--- config.mk ---
export PLATFORM = sky130hd
export DESIGN_NAME = pid_position_loop_soft_limits_flat
export DESIGN_NICKNAME = d
export VERILOG_FILES = /design/src/rtl/core/pidsl_pkg.sv /design/src/rtl/core/pidsl_chan_if.sv /design/src/rtl/core/pid_position_loop_soft_limits.sv /design/src/rtl/core/pidsl_cfg_regs.sv /design/src/rtl/core/pidsl_front.sv /design/src/rtl/core/pidsl_queue.sv /design/src/rtl/core/pidsl_back.sv /design/src/flat_wrapper.sv
export SDC_FILE = /design/constraint.sdc
export NUM_CORES = 2
export LEC_CHECK = 0
export ABC_CLOCK_PERIOD_IN_PS = 20200
export BUFFER_PORTS_ARGS = -buffer_cell sky130_fd_sc_hd__buf_2
export CORE_ASPECT_RATIO = 2
export CORE_UTILIZATION = 40
export CTS_CLUSTER_DIAMETER = 30
export DETAILED_ROUTE_END_ITERATION = 12
export PLACE_DENSITY_LB_ADDON = 0.08
export SLEW_MARGIN = 20
export SYNTH_ARGS = -nofsm -noshare
export SYNTH_HDL_FRONTEND = slang
export SYNTH_HIERARCHICAL = 1
export SYNTH_SLANG_ARGS = --single-unit
--- constraint.sdc ---
create_clock -name clk -period 20.2 [get_ports clk]
set_clock_uncertainty 0.05 [all_clocks]
set_input_delay 4.04 -clock clk [delete_from_list [all_inputs] [get_ports clk]]
set_output_delay 4.04 -clock clk [all_outputs]
set_load 0.02 [all_outputs]
--- src/rtl/core/pidsl_pkg.sv ---
// ---------------------------------------------------------------------------
// pidsl_pkg
// Types and constants shared by the position loop with soft limits.
// ---------------------------------------------------------------------------
package pidsl_pkg;

  localparam int QDEPTH       = 2;
  localparam int POLAR_MARGIN = 512;

  typedef enum logic [3:0] {
    REG_KP_GAIN       = 4'd0,
    REG_KI_GAIN       = 4'd1,
    REG_KD_GAIN       = 4'd2,
    REG_INTEGRAL_ZONE = 4'd3,
    REG_MIN_OUTPUT    = 4'd4,
    REG_MAX_OUTPUT    = 4'd5,
    REG_FRONT_LIMIT   = 4'd6,
    REG_BACK_LIMIT    = 4'd7
  } reg_index_t;

  localparam logic signed [15:0] MIN_OUTPUT_RST  = 16'sh8000;
  localparam logic signed [15:0] MAX_OUTPUT_RST  = 16'sh7FFF;
  localparam logic        [14:0] FRONT_LIMIT_RST = 15'd25600;
  localparam logic        [14:0] BACK_LIMIT_RST  = 15'd0;

  typedef struct packed {
    logic [14:0] target_position;
    logic [14:0] measured_position;
  } in_item_t;

  typedef struct packed {
    logic signed [15:0] motor_power;
    logic signed [15:0] commanded_power;
    logic               limit_blocked;
    logic               near_front;
    logic               near_back;
    logic               polarized;
  } out_item_t;

  typedef struct packed {
    logic [3:0]  index;
    logic [15:0] wdata;
  } cfg_item_t;

  typedef struct packed {
    logic signed [15:0] kp_gain;
    logic signed [15:0] ki_gain;
    logic signed [15:0] kd_gain;
    logic        [14:0] integral_zone;
    logic signed [15:0] min_output;
    logic signed [15:0] max_output;
    logic        [14:0] front_limit;
    logic        [14:0] back_limit;
  } cfg_regs_t;

  typedef struct packed {
    logic near_front;
    logic near_back;
    logic polarized;
    logic pos_ge_back;
    logic pos_le_front;
  } pos_flags_t;

  typedef struct packed {
    logic signed [15:0] err;
    logic signed [16:0] derr;
    logic        [14:0] target;
    logic               zone_ok;
    pos_flags_t         flags;
  } cls_item_t;

  typedef struct packed {
    logic full;
    logic empty;
  } q_sts_t;

  typedef struct packed {
    logic adv;
    logic pop;
  } back_sts_t;

endpackage

--- src/rtl/core/pidsl_chan_if.sv ---
// ---------------------------------------------------------------------------
// pidsl_chan_if
// Valid/ready channel carrying one payload per transaction.
// ---------------------------------------------------------------------------
interface pidsl_chan_if #(
  parameter type payload_t = logic
);
  logic     valid;
  logic     ready;
  payload_t data;

  modport source (output valid, output data, input ready);
  modport sink   (input valid, input data, output ready);
endinterface

--- src/rtl/core/pid_position_loop_soft_limits.sv ---
// ---------------------------------------------------------------------------
// pid_position_loop_soft_limits
// PID position loop with integral zone, setpoint feedforward, output clamp
// and soft-limit gating of the motor drive.
// ---------------------------------------------------------------------------
//   Channel  Direction  Payload
//   in_ch    sink       target_position, measured_position
//   out_ch   source     motor_power, commanded_power, limit_blocked, flags
//   cfg_ch   sink       register index, write data
//
// One sample is accepted per cycle while the queue is not full. Its result
// passes through the queue, then the product and integrator stages, then the
// clamp and gating stage, which registers the result. The integrator loop is
// one add and saturate per cycle while the pipeline advances.
// A two-entry queue parts front and back, so up to two samples are taken
// while a result waits. Reset is synchronous and clears the integrator and
// the previous error. Configuration writes complete in the cycle they are
// offered.
// ---------------------------------------------------------------------------
module pid_position_loop_soft_limits #(
  parameter int FEEDFORWARD_GAIN = 0,
  parameter int NEAR_SPAN        = 1280
) (
  input  logic         clk,
  input  logic         rst_n,
  pidsl_chan_if.sink   in_ch,
  pidsl_chan_if.source out_ch,
  pidsl_chan_if.sink   cfg_ch
);

  pidsl_pkg::cfg_regs_t  cfg;
  pidsl_pkg::q_sts_t     q_sts;
  pidsl_pkg::back_sts_t  b_sts;
  pidsl_pkg::cls_item_t  push_item;
  pidsl_pkg::cls_item_t  head_item;
  logic                  push;

  pidsl_cfg_regs u_cfg (
    .clk    (clk),
    .rst_n  (rst_n),
    .cfg_ch (cfg_ch),
    .cfg    (cfg)
  );

  pidsl_front #(
    .NEAR_SPAN (NEAR_SPAN)
  ) u_front (
    .clk       (clk),
    .rst_n     (rst_n),
    .in_ch     (in_ch),
    .cfg       (cfg),
    .q_sts     (q_sts),
    .push      (push),
    .push_item (push_item)
  );

  pidsl_queue u_queue (
    .clk       (clk),
    .rst_n     (rst_n),
    .push      (push),
    .push_item (push_item),
    .pop       (b_sts.pop),
    .head_item (head_item),
    .q_sts     (q_sts)
  );

  pidsl_back #(
    .FEEDFORWARD_GAIN (FEEDFORWARD_GAIN)
  ) u_back (
    .clk       (clk),
    .rst_n     (rst_n),
    .cfg       (cfg),
    .head_item (head_item),
    .q_sts     (q_sts),
    .b_sts     (b_sts),
    .out_ch    (out_ch)
  );

  // The back end never pops an empty queue.
  a_pop_nonempty : assert property (@(posedge clk) disable iff (!rst_n)
    b_sts.pop |-> !q_sts.empty)
    else $error("queue popped while empty");

  // The queue fills only while the output is stalled.
  a_full_on_stall : assert property (@(posedge clk) disable iff (!rst_n)
    $rose(q_sts.full) |-> $past(!b_sts.adv))
    else $error("queue filled while the back end was advancing");

  // Blocked drive means a nonzero command with zero motor power.
  a_blocked : assert property (@(posedge clk) disable iff (!rst_n)
    out_ch.valid |-> (out_ch.data.limit_blocked ==
      ((out_ch.data.commanded_power != '0) && (out_ch.data.motor_power == '0))))
    else $error("limit_blocked inconsistent with drive");

endmodule

--- src/rtl/core/pidsl_cfg_regs.sv ---
// ---------------------------------------------------------------------------
// pidsl_cfg_regs
// Configuration register file written through the configuration channel.
// ---------------------------------------------------------------------------
module pidsl_cfg_regs (
  input  logic                 clk,
  input  logic                 rst_n,
  pidsl_chan_if.sink           cfg_ch,
  output pidsl_pkg::cfg_regs_t cfg
);

  pidsl_pkg::cfg_regs_t cfg_r;

  assign cfg_ch.ready = 1'b1;
  assign cfg          = cfg_r;

  always_ff @(posedge clk) begin
    if (!rst_n) begin
      cfg_r.kp_gain       <= '0;
      cfg_r.ki_gain       <= '0;
      cfg_r.kd_gain       <= '0;
      cfg_r.integral_zone <= '0;
      cfg_r.min_output    <= pidsl_pkg::MIN_OUTPUT_RST;
      cfg_r.max_output    <= pidsl_pkg::MAX_OUTPUT_RST;
      cfg_r.front_limit   <= pidsl_pkg::FRONT_LIMIT_RST;
      cfg_r.back_limit    <= pidsl_pkg::BACK_LIMIT_RST;
    end else if (cfg_ch.valid) begin
      unique case (pidsl_pkg::reg_index_t'(cfg_ch.data.index))
        pidsl_pkg::REG_KP_GAIN:       cfg_r.kp_gain       <= cfg_ch.data.wdata;
        pidsl_pkg::REG_KI_GAIN:       cfg_r.ki_gain       <= cfg_ch.data.wdata;
        pidsl_pkg::REG_KD_GAIN:       cfg_r.kd_gain       <= cfg_ch.data.wdata;
        pidsl_pkg::REG_INTEGRAL_ZONE: cfg_r.integral_zone <= cfg_ch.data.wdata[14:0];
        pidsl_pkg::REG_MIN_OUTPUT:    cfg_r.min_output    <= cfg_ch.data.wdata;
        pidsl_pkg::REG_MAX_OUTPUT:    cfg_r.max_output    <= cfg_ch.data.wdata;
        pidsl_pkg::REG_FRONT_LIMIT:   cfg_r.front_limit   <= cfg_ch.data.wdata[14:0];
        pidsl_pkg::REG_BACK_LIMIT:    cfg_r.back_limit    <= cfg_ch.data.wdata[14:0];
        default: begin
        end
      endcase
    end
  end

endmodule

--- src/rtl/core/pidsl_front.sv ---
// ---------------------------------------------------------------------------
// pidsl_front
// Accepts samples, forms the error and its difference, and classifies the
// position against the soft limits.
// ---------------------------------------------------------------------------
module pidsl_front #(
  parameter int NEAR_SPAN = 1280
) (
  input  logic                 clk,
  input  logic                 rst_n,
  pidsl_chan_if.sink           in_ch,
  input  pidsl_pkg::cfg_regs_t cfg,
  input  pidsl_pkg::q_sts_t    q_sts,
  output logic                 push,
  output pidsl_pkg::cls_item_t push_item
);

  localparam logic signed [17:0] RANGE_S  = 18'(NEAR_SPAN);
  localparam logic signed [17:0] MARGIN_S = 18'(pidsl_pkg::POLAR_MARGIN);

  logic signed [15:0] prev_err_r;
  logic signed [15:0] err;
  logic        [15:0] aerr;
  logic signed [17:0] pos_s;
  logic signed [17:0] front_s;
  logic signed [17:0] back_s;

  assign in_ch.ready = !q_sts.full;
  assign push        = in_ch.valid && !q_sts.full;

  always_comb begin
    err     = $signed({1'b0, in_ch.data.target_position})
            - $signed({1'b0, in_ch.data.measured_position});
    aerr    = err[15] ? 16'(-err) : 16'(err);
    pos_s   = $signed({3'b000, in_ch.data.measured_position});
    front_s = $signed({3'b000, cfg.front_limit});
    back_s  = $signed({3'b000, cfg.back_limit});

    push_item.err     = err;
    push_item.derr    = $signed({err[15], err}) - $signed({prev_err_r[15], prev_err_r});
    push_item.target  = in_ch.data.target_position;
    push_item.zone_ok = (cfg.integral_zone == '0) || (aerr <= {1'b0, cfg.integral_zone});
    push_item.flags.near_front   = pos_s > (front_s - RANGE_S);
    push_item.flags.near_back    = pos_s < (back_s + RANGE_S);
    push_item.flags.polarized    = (pos_s > (front_s - MARGIN_S))
                                 || (pos_s < (back_s + MARGIN_S));
    push_item.flags.pos_ge_back  = in_ch.data.measured_position >= cfg.back_limit;
    push_item.flags.pos_le_front = in_ch.data.measured_position <= cfg.front_limit;
  end

  always_ff @(posedge clk) begin
    if (!rst_n) begin
      prev_err_r <= '0;
    end else if (push) begin
      prev_err_r <= err;
    end
  end

endmodule

--- src/rtl/core/pidsl_queue.sv ---
// ---------------------------------------------------------------------------
// pidsl_queue
// Short FIFO that decouples the classifying front from the arithmetic back.
// ---------------------------------------------------------------------------
module pidsl_queue (
  input  logic                 clk,
  input  logic                 rst_n,
  input  logic                 push,
  input  pidsl_pkg::cls_item_t push_item,
  input  logic                 pop,
  output pidsl_pkg::cls_item_t head_item,
  output pidsl_pkg::q_sts_t    q_sts
);

  localparam int PW = (pidsl_pkg::QDEPTH > 1) ? $clog2(pidsl_pkg::QDEPTH) : 1;
  localparam int CW = $clog2(pidsl_pkg::QDEPTH + 1);

  pidsl_pkg::cls_item_t entry_r [pidsl_pkg::QDEPTH];
  logic [PW-1:0]        wr_ptr_r;
  logic [PW-1:0]        rd_ptr_r;
  logic [CW-1:0]        count_r;

  assign head_item   = entry_r[rd_ptr_r];
  assign q_sts.full  = count_r == CW'(pidsl_pkg::QDEPTH);
  assign q_sts.empty = count_r == '0;

  always_ff @(posedge clk) begin
    if (push) begin
      entry_r[wr_ptr_r] <= push_item;
    end
  end

  always_ff @(posedge clk) begin
    if (!rst_n) begin
      wr_ptr_r <= '0;
      rd_ptr_r <= '0;
      count_r  <= '0;
    end else begin
      if (push) begin
        wr_ptr_r <= (wr_ptr_r == PW'(pidsl_pkg::QDEPTH - 1)) ? '0 : wr_ptr_r + 1'b1;
      end
      if (pop) begin
        rd_ptr_r <= (rd_ptr_r == PW'(pidsl_pkg::QDEPTH - 1)) ? '0 : rd_ptr_r + 1'b1;
      end
      if (push && !pop) begin
        count_r <= count_r + 1'b1;
      end else if (pop && !push) begin
        count_r <= count_r - 1'b1;
      end
    end
  end

endmodule

--- src/rtl/core/pidsl_back.sv ---
// ---------------------------------------------------------------------------
// pidsl_back
// Gain multiplies, integrator, clamp, negation and soft-limit gating in a
// three-stage pipeline that stalls as a whole on output backpressure.
// ---------------------------------------------------------------------------
module pidsl_back #(
  parameter int FEEDFORWARD_GAIN = 0
) (
  input  logic                 clk,
  input  logic                 rst_n,
  input  pidsl_pkg::cfg_regs_t cfg,
  input  pidsl_pkg::cls_item_t head_item,
  input  pidsl_pkg::q_sts_t    q_sts,
  output pidsl_pkg::back_sts_t b_sts,
  pidsl_chan_if.source         out_ch
);

  localparam logic signed [15:0] FF_GAIN = 16'(FEEDFORWARD_GAIN);
  localparam logic signed [32:0] I32_MAX = 33'sh0_7FFF_FFFF;
  localparam logic signed [32:0] I32_MIN = -33'sh0_8000_0000;

  logic adv;
  logic pop;

  // Stage A: products.
  logic                  valid_a_r;
  logic signed [31:0]    p_a_r;
  logic signed [31:0]    i_a_r;
  logic signed [32:0]    d_a_r;
  logic signed [31:0]    f_a_r;
  logic                  zone_a_r;
  pidsl_pkg::pos_flags_t flags_a_r;
  logic signed [31:0]    p_nxt;
  logic signed [31:0]    i_nxt;
  logic signed [32:0]    d_nxt;
  logic signed [31:0]    f_nxt;

  // Stage B: integrator and partial sum.
  logic                  valid_b_r;
  logic signed [31:0]    integ_r;
  logic signed [31:0]    integ_nxt;
  logic signed [32:0]    integ_sum;
  logic signed [31:0]    i_half;
  logic signed [33:0]    pdf_b_r;
  logic signed [33:0]    pdf_nxt;
  pidsl_pkg::pos_flags_t flags_b_r;

  // Stage C: total, clamp, negate, gate.
  logic                  out_valid_r;
  pidsl_pkg::out_item_t  out_data_r;
  pidsl_pkg::out_item_t  out_nxt;
  logic signed [34:0]    total;
  logic signed [34:0]    lo_clamp;
  logic signed [34:0]    hi_clamp;
  logic signed [15:0]    clamped;
  logic signed [16:0]    neg;
  logic signed [15:0]    cmd;

  assign adv          = !out_valid_r || out_ch.ready;
  assign pop          = adv && !q_sts.empty;
  assign b_sts.adv    = adv;
  assign b_sts.pop    = pop;
  assign out_ch.valid = out_valid_r;
  assign out_ch.data  = out_data_r;

  always_comb begin
    p_nxt = cfg.kp_gain * head_item.err;
    i_nxt = cfg.ki_gain * head_item.err;
    d_nxt = cfg.kd_gain * head_item.derr;
    f_nxt = FF_GAIN * $signed({1'b0, head_item.target});
  end

  always_comb begin
    i_half    = i_a_r >>> 1;
    integ_sum = 33'(integ_r) + 33'(i_half);
    if (!zone_a_r) begin
      integ_nxt = '0;
    end else if (integ_sum > I32_MAX) begin
      integ_nxt = I32_MAX[31:0];
    end else if (integ_sum < I32_MIN) begin
      integ_nxt = I32_MIN[31:0];
    end else begin
      integ_nxt = integ_sum[31:0];
    end
    pdf_nxt = 34'(p_a_r >>> 1) + 34'(d_a_r >>> 1) + 34'(f_a_r >>> 1);
  end

  always_comb begin
    total    = 35'(pdf_b_r) + 35'(integ_r);
    lo_clamp = (total < 35'(cfg.min_output)) ? 35'(cfg.min_output) : total;
    hi_clamp = (lo_clamp > 35'(cfg.max_output)) ? 35'(cfg.max_output) : lo_clamp;
    clamped  = hi_clamp[15:0];
    neg      = -17'(clamped);
    cmd      = (neg > 17'sd32767) ? 16'sh7FFF : neg[15:0];

    out_nxt.commanded_power = cmd;
    if (cmd > 16'sd0) begin
      out_nxt.motor_power = flags_b_r.pos_ge_back ? cmd : '0;
    end else if (cmd < 16'sd0) begin
      out_nxt.motor_power = flags_b_r.pos_le_front ? cmd : '0;
    end else begin
      out_nxt.motor_power = '0;
    end
    out_nxt.limit_blocked = (cmd != '0) && (out_nxt.motor_power == '0);
    out_nxt.near_front    = flags_b_r.near_front;
    out_nxt.near_back     = flags_b_r.near_back;
    out_nxt.polarized     = flags_b_r.polarized;
  end

  always_ff @(posedge clk) begin
    if (!rst_n) begin
      valid_a_r   <= 1'b0;
      valid_b_r   <= 1'b0;
      out_valid_r <= 1'b0;
      integ_r     <= '0;
    end else if (adv) begin
      valid_a_r   <= pop;
      valid_b_r   <= valid_a_r;
      out_valid_r <= valid_b_r;
      if (valid_a_r) begin
        integ_r <= integ_nxt;
      end
    end
  end

  always_ff @(posedge clk) begin
    if (adv) begin
      p_a_r      <= p_nxt;
      i_a_r      <= i_nxt;
      d_a_r      <= d_nxt;
      f_a_r      <= f_nxt;
      zone_a_r   <= head_item.zone_ok;
      flags_a_r  <= head_item.flags;
      pdf_b_r    <= pdf_nxt;
      flags_b_r  <= flags_a_r;
      out_data_r <= out_nxt;
    end
  end

endmodule

--- src/flat_wrapper.sv ---
// flat-port wrapper written by rule: the top's interface ports become plain ports
module pid_position_loop_soft_limits_flat 
#(
  parameter int FEEDFORWARD_GAIN = 0,
  parameter int NEAR_SPAN        = 1280
)
  (clk, rst_n, in_ch_valid, in_ch_data, in_ch_ready, out_ch_valid, out_ch_data, out_ch_ready, cfg_ch_valid, cfg_ch_data, cfg_ch_ready);
  pidsl_chan_if #(.payload_t(pidsl_pkg::in_item_t)) in_ch_i ();
  pidsl_chan_if #(.payload_t(pidsl_pkg::out_item_t)) out_ch_i ();
  pidsl_chan_if #(.payload_t(pidsl_pkg::cfg_item_t)) cfg_ch_i ();
  input  logic clk;
  input  logic rst_n;
  input wire logic [$bits(in_ch_i.valid)-1:0] in_ch_valid;
  input wire logic [$bits(in_ch_i.data)-1:0] in_ch_data;
  output wire logic [$bits(in_ch_i.ready)-1:0] in_ch_ready;
  output wire logic [$bits(out_ch_i.valid)-1:0] out_ch_valid;
  output wire logic [$bits(out_ch_i.data)-1:0] out_ch_data;
  input wire logic [$bits(out_ch_i.ready)-1:0] out_ch_ready;
  input wire logic [$bits(cfg_ch_i.valid)-1:0] cfg_ch_valid;
  input wire logic [$bits(cfg_ch_i.data)-1:0] cfg_ch_data;
  output wire logic [$bits(cfg_ch_i.ready)-1:0] cfg_ch_ready;
  assign in_ch_i.valid = in_ch_valid;
  assign in_ch_i.data = in_ch_data;
  assign in_ch_ready = in_ch_i.ready;
  assign out_ch_valid = out_ch_i.valid;
  assign out_ch_data = out_ch_i.data;
  assign out_ch_i.ready = out_ch_ready;
  assign cfg_ch_i.valid = cfg_ch_valid;
  assign cfg_ch_i.data = cfg_ch_data;
  assign cfg_ch_ready = cfg_ch_i.ready;
  pid_position_loop_soft_limits #(.FEEDFORWARD_GAIN(FEEDFORWARD_GAIN), .NEAR_SPAN(NEAR_SPAN)) u_core (.clk(clk), .rst_n(rst_n), .in_ch(in_ch_i), .out_ch(out_ch_i), .cfg_ch(cfg_ch_i));
endmodule
==> results.md <==
Outcome:
- The run finished with clean final reports.

CTS:
- The clock net sink count is around 430.
- The count of H-tree levels built during CTS is 3.
- The clock tree from TritonCTS is done.
- The register clock-pin slew on the reported worst setup and hold paths is approximately 0.060 ns.
- The number of gates resized after CTS is 0.
- The number of setup buffers added after CTS is 0.
- The clock latency at the later pin of the worst-skew pair is 0.67 ns.
- The CTS buffer count is 84.
- Counting along the longest clock path gives a buffer depth of 3.
- The buffer type at the clock tree root is sky130_fd_sc_hd__clkbuf_16.
- The quantity of hold-fixing buffers added after cts is 0.

Layout:
- Relative to the synthesized area, the layout overhead comes to 9.832%.
- The fraction of final layout cells sized beyond drive strength 1 is 0.07139.
- The combined area of the multi-input logic cells is about 40,000 sq um.
- The total number of nets in the final design is just over 7,000.
- Summing all non-filler instances in the final layout gives an area of 61,180 sq um.
- The filler cells instantiated in the layout total about 14,000.
- The area occupied by registers is 11,190 sq um.

Worst setup path:
- The critical path contains buffers and inverters numbering 3 combined.
- The type of the worst setup path is flop to flop.
- The critical path launch point type is a flop.
- The sort of element at the end of the critical path is a flop.
- On the critical path, the stage with the largest delay is an instance of sky130_fd_sc_hd__o41ai_4.
- The required time at the endpoint of the critical path is 20.51 ns.
- On the critical path the largest part of the delay comes from compound AO/OA/AOI/OAI gates.
- The peak per-stage delay on the critical path is roughly 0.96 ns.
- STA puts the critical path data arrival time at around 13 ns.
- The cell that appears most often on the critical path is sky130_fd_sc_hd__ha_1.
- The maximum fanout along the worst path is 29.

Routing:
- The remaining antenna violation count after routing is 0.
- The routed length on met2 is a little over 100,000 microns.
- The total wire length after detailed routing is 177,800 microns.
- The routed wire length on met3 is ~4700 microns.
- In the final routed layout, each cell accounts on average for between 20 and 25 microns.
- For this block, the initial DRC count from the detailed router was 1,805.
- The total iterations of the first detailed-routing run is 5.
- The detailed router placed 41,110 vias in this run.
- After detailed routing, the wire length on met1 is just under 60,000 microns.
- The post-route DRC violation count is 0.
- The number of vias per cell after detailed routing is about 5.3.
- In this run the top signal layer used is met5.

Timing:
- The slew at the pin closest to its max-slew limit is 1.161 ns.
- The worst pin sits at a relative slew slack of 0.2259.
- Setup violations remaining at the end of the flow were counted as 0.
- Counting I/O delays and the setup requirement, the final critical path takes approximately 13 ns.
- The final number of max-transition violations came to 0.
- The setup slack of the critical path after layout is 7.322 ns.
- The final critical-path share of the clock period is 0.6375.
- The peak clock frequency supported by timing is about 0.078 GHz.
- The final sum of negative setup slack is 0 ns.
- The hold violation total from the final report is 0.
- Setup repair after global routing left no endpoint under its margin.

Place:
- After legalization and detailed placement, the total HPWL measured approximately 140,000 microns.
- In this run the tool buffered the top-level ports with just over 90 buffer cells.
- The worst slack after detailed placement is between 7 and 8 ns.
- The area after detailed placement is between 50,000 and 60,000 sq um.
- The final weighted congestion in routability-driven placement is ~0.94.

Logic synthesis:
- For this run, the number of Yosys warnings is 6.
- The mapped netlist covers 55,700 sq um.
- A synthesized cell averages around 9.6 sq um.
- The post-synth net total is 7,196.
- Synthesis produced a netlist whose cell count is between 5,000 and 6,000.

Floorplan:
- The die is 529.7 microns tall.
- In this run the count of I/O pins placed on the die edge is 94.
- Row generation in the floorplan step produced around 190 rows.
- The die covers ~140,000 sq um.
- The core footprint is 138,100 sq um.
- The horizontal die dimension is around 270 microns.
- The initial core utilization is 0.4033.

Global route:
- After global routing the overflow that remains totals 0.
- Entering global routing, the biggest net connects about 110 pins.
- The number of antenna violations at the first check in global routing is 9.
- The via count of the first global-routing pass came to approximately 45,000.
- The first global-routing pass estimated 268,600 microns of wire.
- The overall track demand over capacity in global routing is 0.2586.

Power and ir drop:
- The static leakage is 27.96 nW.
- Power spread over the standard cell area amounts to 103.4 nW/um^2.
- IR analysis of the VDD net gives a maximum drop of around 98 uV.

Job:
- The tool flagged a number of max-cap violations equal to 0.

Hold path:
- The classification of the worst-slack hold path is flop to flop.
[metrics by stage]
| step | cells | hold slack, ns | util | power, mW |
|---|---|---|---|---|
| floorplan | 5811 | 0.3503 | - | 3.664 |
| global placement | 7632 | 0.3518 | 0.4210 | 4.892 |
| detailed placement | 7633 | 0.3545 | 0.4211 | 4.918 |
| CTS | 7791 | 0.3692 | 0.4428 | 6.408 |
| global route | 7792 | 0.3786 | 0.4429 | 6.747 |
| finish | 7794 | 0.3679 | 0.4429 | 6.326 |
[worst register-to-register path: cells and delay by family, from the launching register on]
kind	cells	cell delay, ns
AOI/OAI and AO/OA	21	7.75
DFF	1	0.47
and+or+nand+nor	12	2.29
muxes	1	0.26
buffers and inverters	3	0.59
adders and majority gates	4	1.13
[final timing paths]
kind | startpoint | to | slack [ns] | cells past startpoint
worst min register to register | u_core/u_back/flags_b_r[3] | u_core/u_back/out_ch.data[1] | 0.37 | 0
worst min-delay path | u_core/u_back/flags_b_r[3] | u_core/u_back/out_ch.data[1] | 0.37 | 0
worst max register to register | u_core/u_back/integ_r[1] | u_core/u_back/out_ch.data[33] | 7.32 | 41
worst max-delay path | u_core/u_back/integ_r[1] | u_core/u_back/out_ch.data[33] | 7.32 | 41
[layout make-up]
cell class,count,area share
tap,1852,0.03788
sequential,433,0.1829
inverter,1000,0.06148
clock buffer,91,0.03600
clock inverter,67,0.01299
multi-input combinational,4185,0.6522
timing repair buffer,163,0.01640
antenna,3,0.0001227
[state kept, by name, indices dropped and copies added, names as in the netlist, named ones only]
register and cells:
u_core/u_back/d_a_r 32, u_core/u_back/flags_a_r 5, u_core/u_back/flags_b_r 5, u_core/u_back/i_a_r 31, u_core/u_back/integ_r 32, u_core/u_back/out_ch.data 36, u_core/u_back/out_ch.valid 1, u_core/u_back/p_a_r 31
u_core/u_back/pdf_b_r 33, u_core/u_back/valid_a_r 1, u_core/u_back/valid_b_r 1, u_core/u_back/zone_a_r 1, u_core/u_cfg/cfg 125, u_core/u_front/prev_err_r 16, u_core/u_queue/count_r 2, u_core/u_queue/entry_r 78
u_core/u_queue/rd_ptr_r 1, u_core/u_queue/wr_ptr_r 1
[layer usage]
metal	global-route usage	vias to the layer above
met2	0.5275	834
li1	-	18910
met5	0	-
met3	0.02200	411
met1	0.2476	20950
met4	0.1428	2
[where the power goes]
part	internal, mW	switching, mW	total [mW]
clock	0.852	0.598	1.45
combinational	1.21	2.25	3.46
sequential	1.27	0.154	1.42
[cell usage in the layout, fill, tap and decap left out, types with 11 or more instances in the layout]
| master | instances |
|---|---|
| sky130_fd_sc_hd__inv_8 | 12 |
| sky130_fd_sc_hd__mux2_2 | 45 |
| sky130_fd_sc_hd__clkbuf_16 | 87 |
| sky130_fd_sc_hd__xnor2_1 | 201 |
| sky130_fd_sc_hd__nor3_1 | 72 |
| sky130_fd_sc_hd__or3_1 | 21 |
| sky130_fd_sc_hd__a21o_1 | 67 |
| sky130_fd_sc_hd__nor2_1 | 189 |
| sky130_fd_sc_hd__buf_2 | 91 |
| sky130_fd_sc_hd__a31oi_1 | 29 |
| sky130_fd_sc_hd__nor4_1 | 14 |
| sky130_fd_sc_hd__a21oi_1 | 220 |
| sky130_fd_sc_hd__o21ai_0 | 124 |
| sky130_fd_sc_hd__fa_1 | 805 |
| sky130_fd_sc_hd__buf_4 | 70 |
| sky130_fd_sc_hd__nand2_1 | 723 |
| sky130_fd_sc_hd__edfxtp_1 | 252 |
| sky130_fd_sc_hd__nand4_1 | 24 |
| sky130_fd_sc_hd__clkinv_8 | 13 |
| sky130_fd_sc_hd__nor2b_1 | 66 |
| sky130_fd_sc_hd__ha_1 | 525 |
| sky130_fd_sc_hd__or2_2 | 16 |
| sky130_fd_sc_hd__a22oi_1 | 11 |
| sky130_fd_sc_hd__a21boi_0 | 15 |
| sky130_fd_sc_hd__mux2i_1 | 134 |
| sky130_fd_sc_hd__inv_6 | 12 |
| sky130_fd_sc_hd__and3_1 | 28 |
| sky130_fd_sc_hd__nand3_1 | 73 |
| sky130_fd_sc_hd__o21bai_1 | 23 |
| sky130_fd_sc_hd__o31ai_1 | 23 |
| sky130_fd_sc_hd__o21a_1 | 47 |
| sky130_fd_sc_hd__dfxtp_1 | 180 |
| sky130_fd_sc_hd__and2_1 | 321 |
| sky130_fd_sc_hd__inv_1 | 996 |
| sky130_fd_sc_hd__xor2_1 | 54 |
| sky130_fd_sc_hd__o211ai_1 | 15 |
| sky130_fd_sc_hd__a211oi_1 | 28 |
| sky130_fd_sc_hd__a221o_1 | 11 |
| sky130_fd_sc_hd__nand2b_1 | 78 |
No activity file was read; power rests on OpenSTA's default activity.
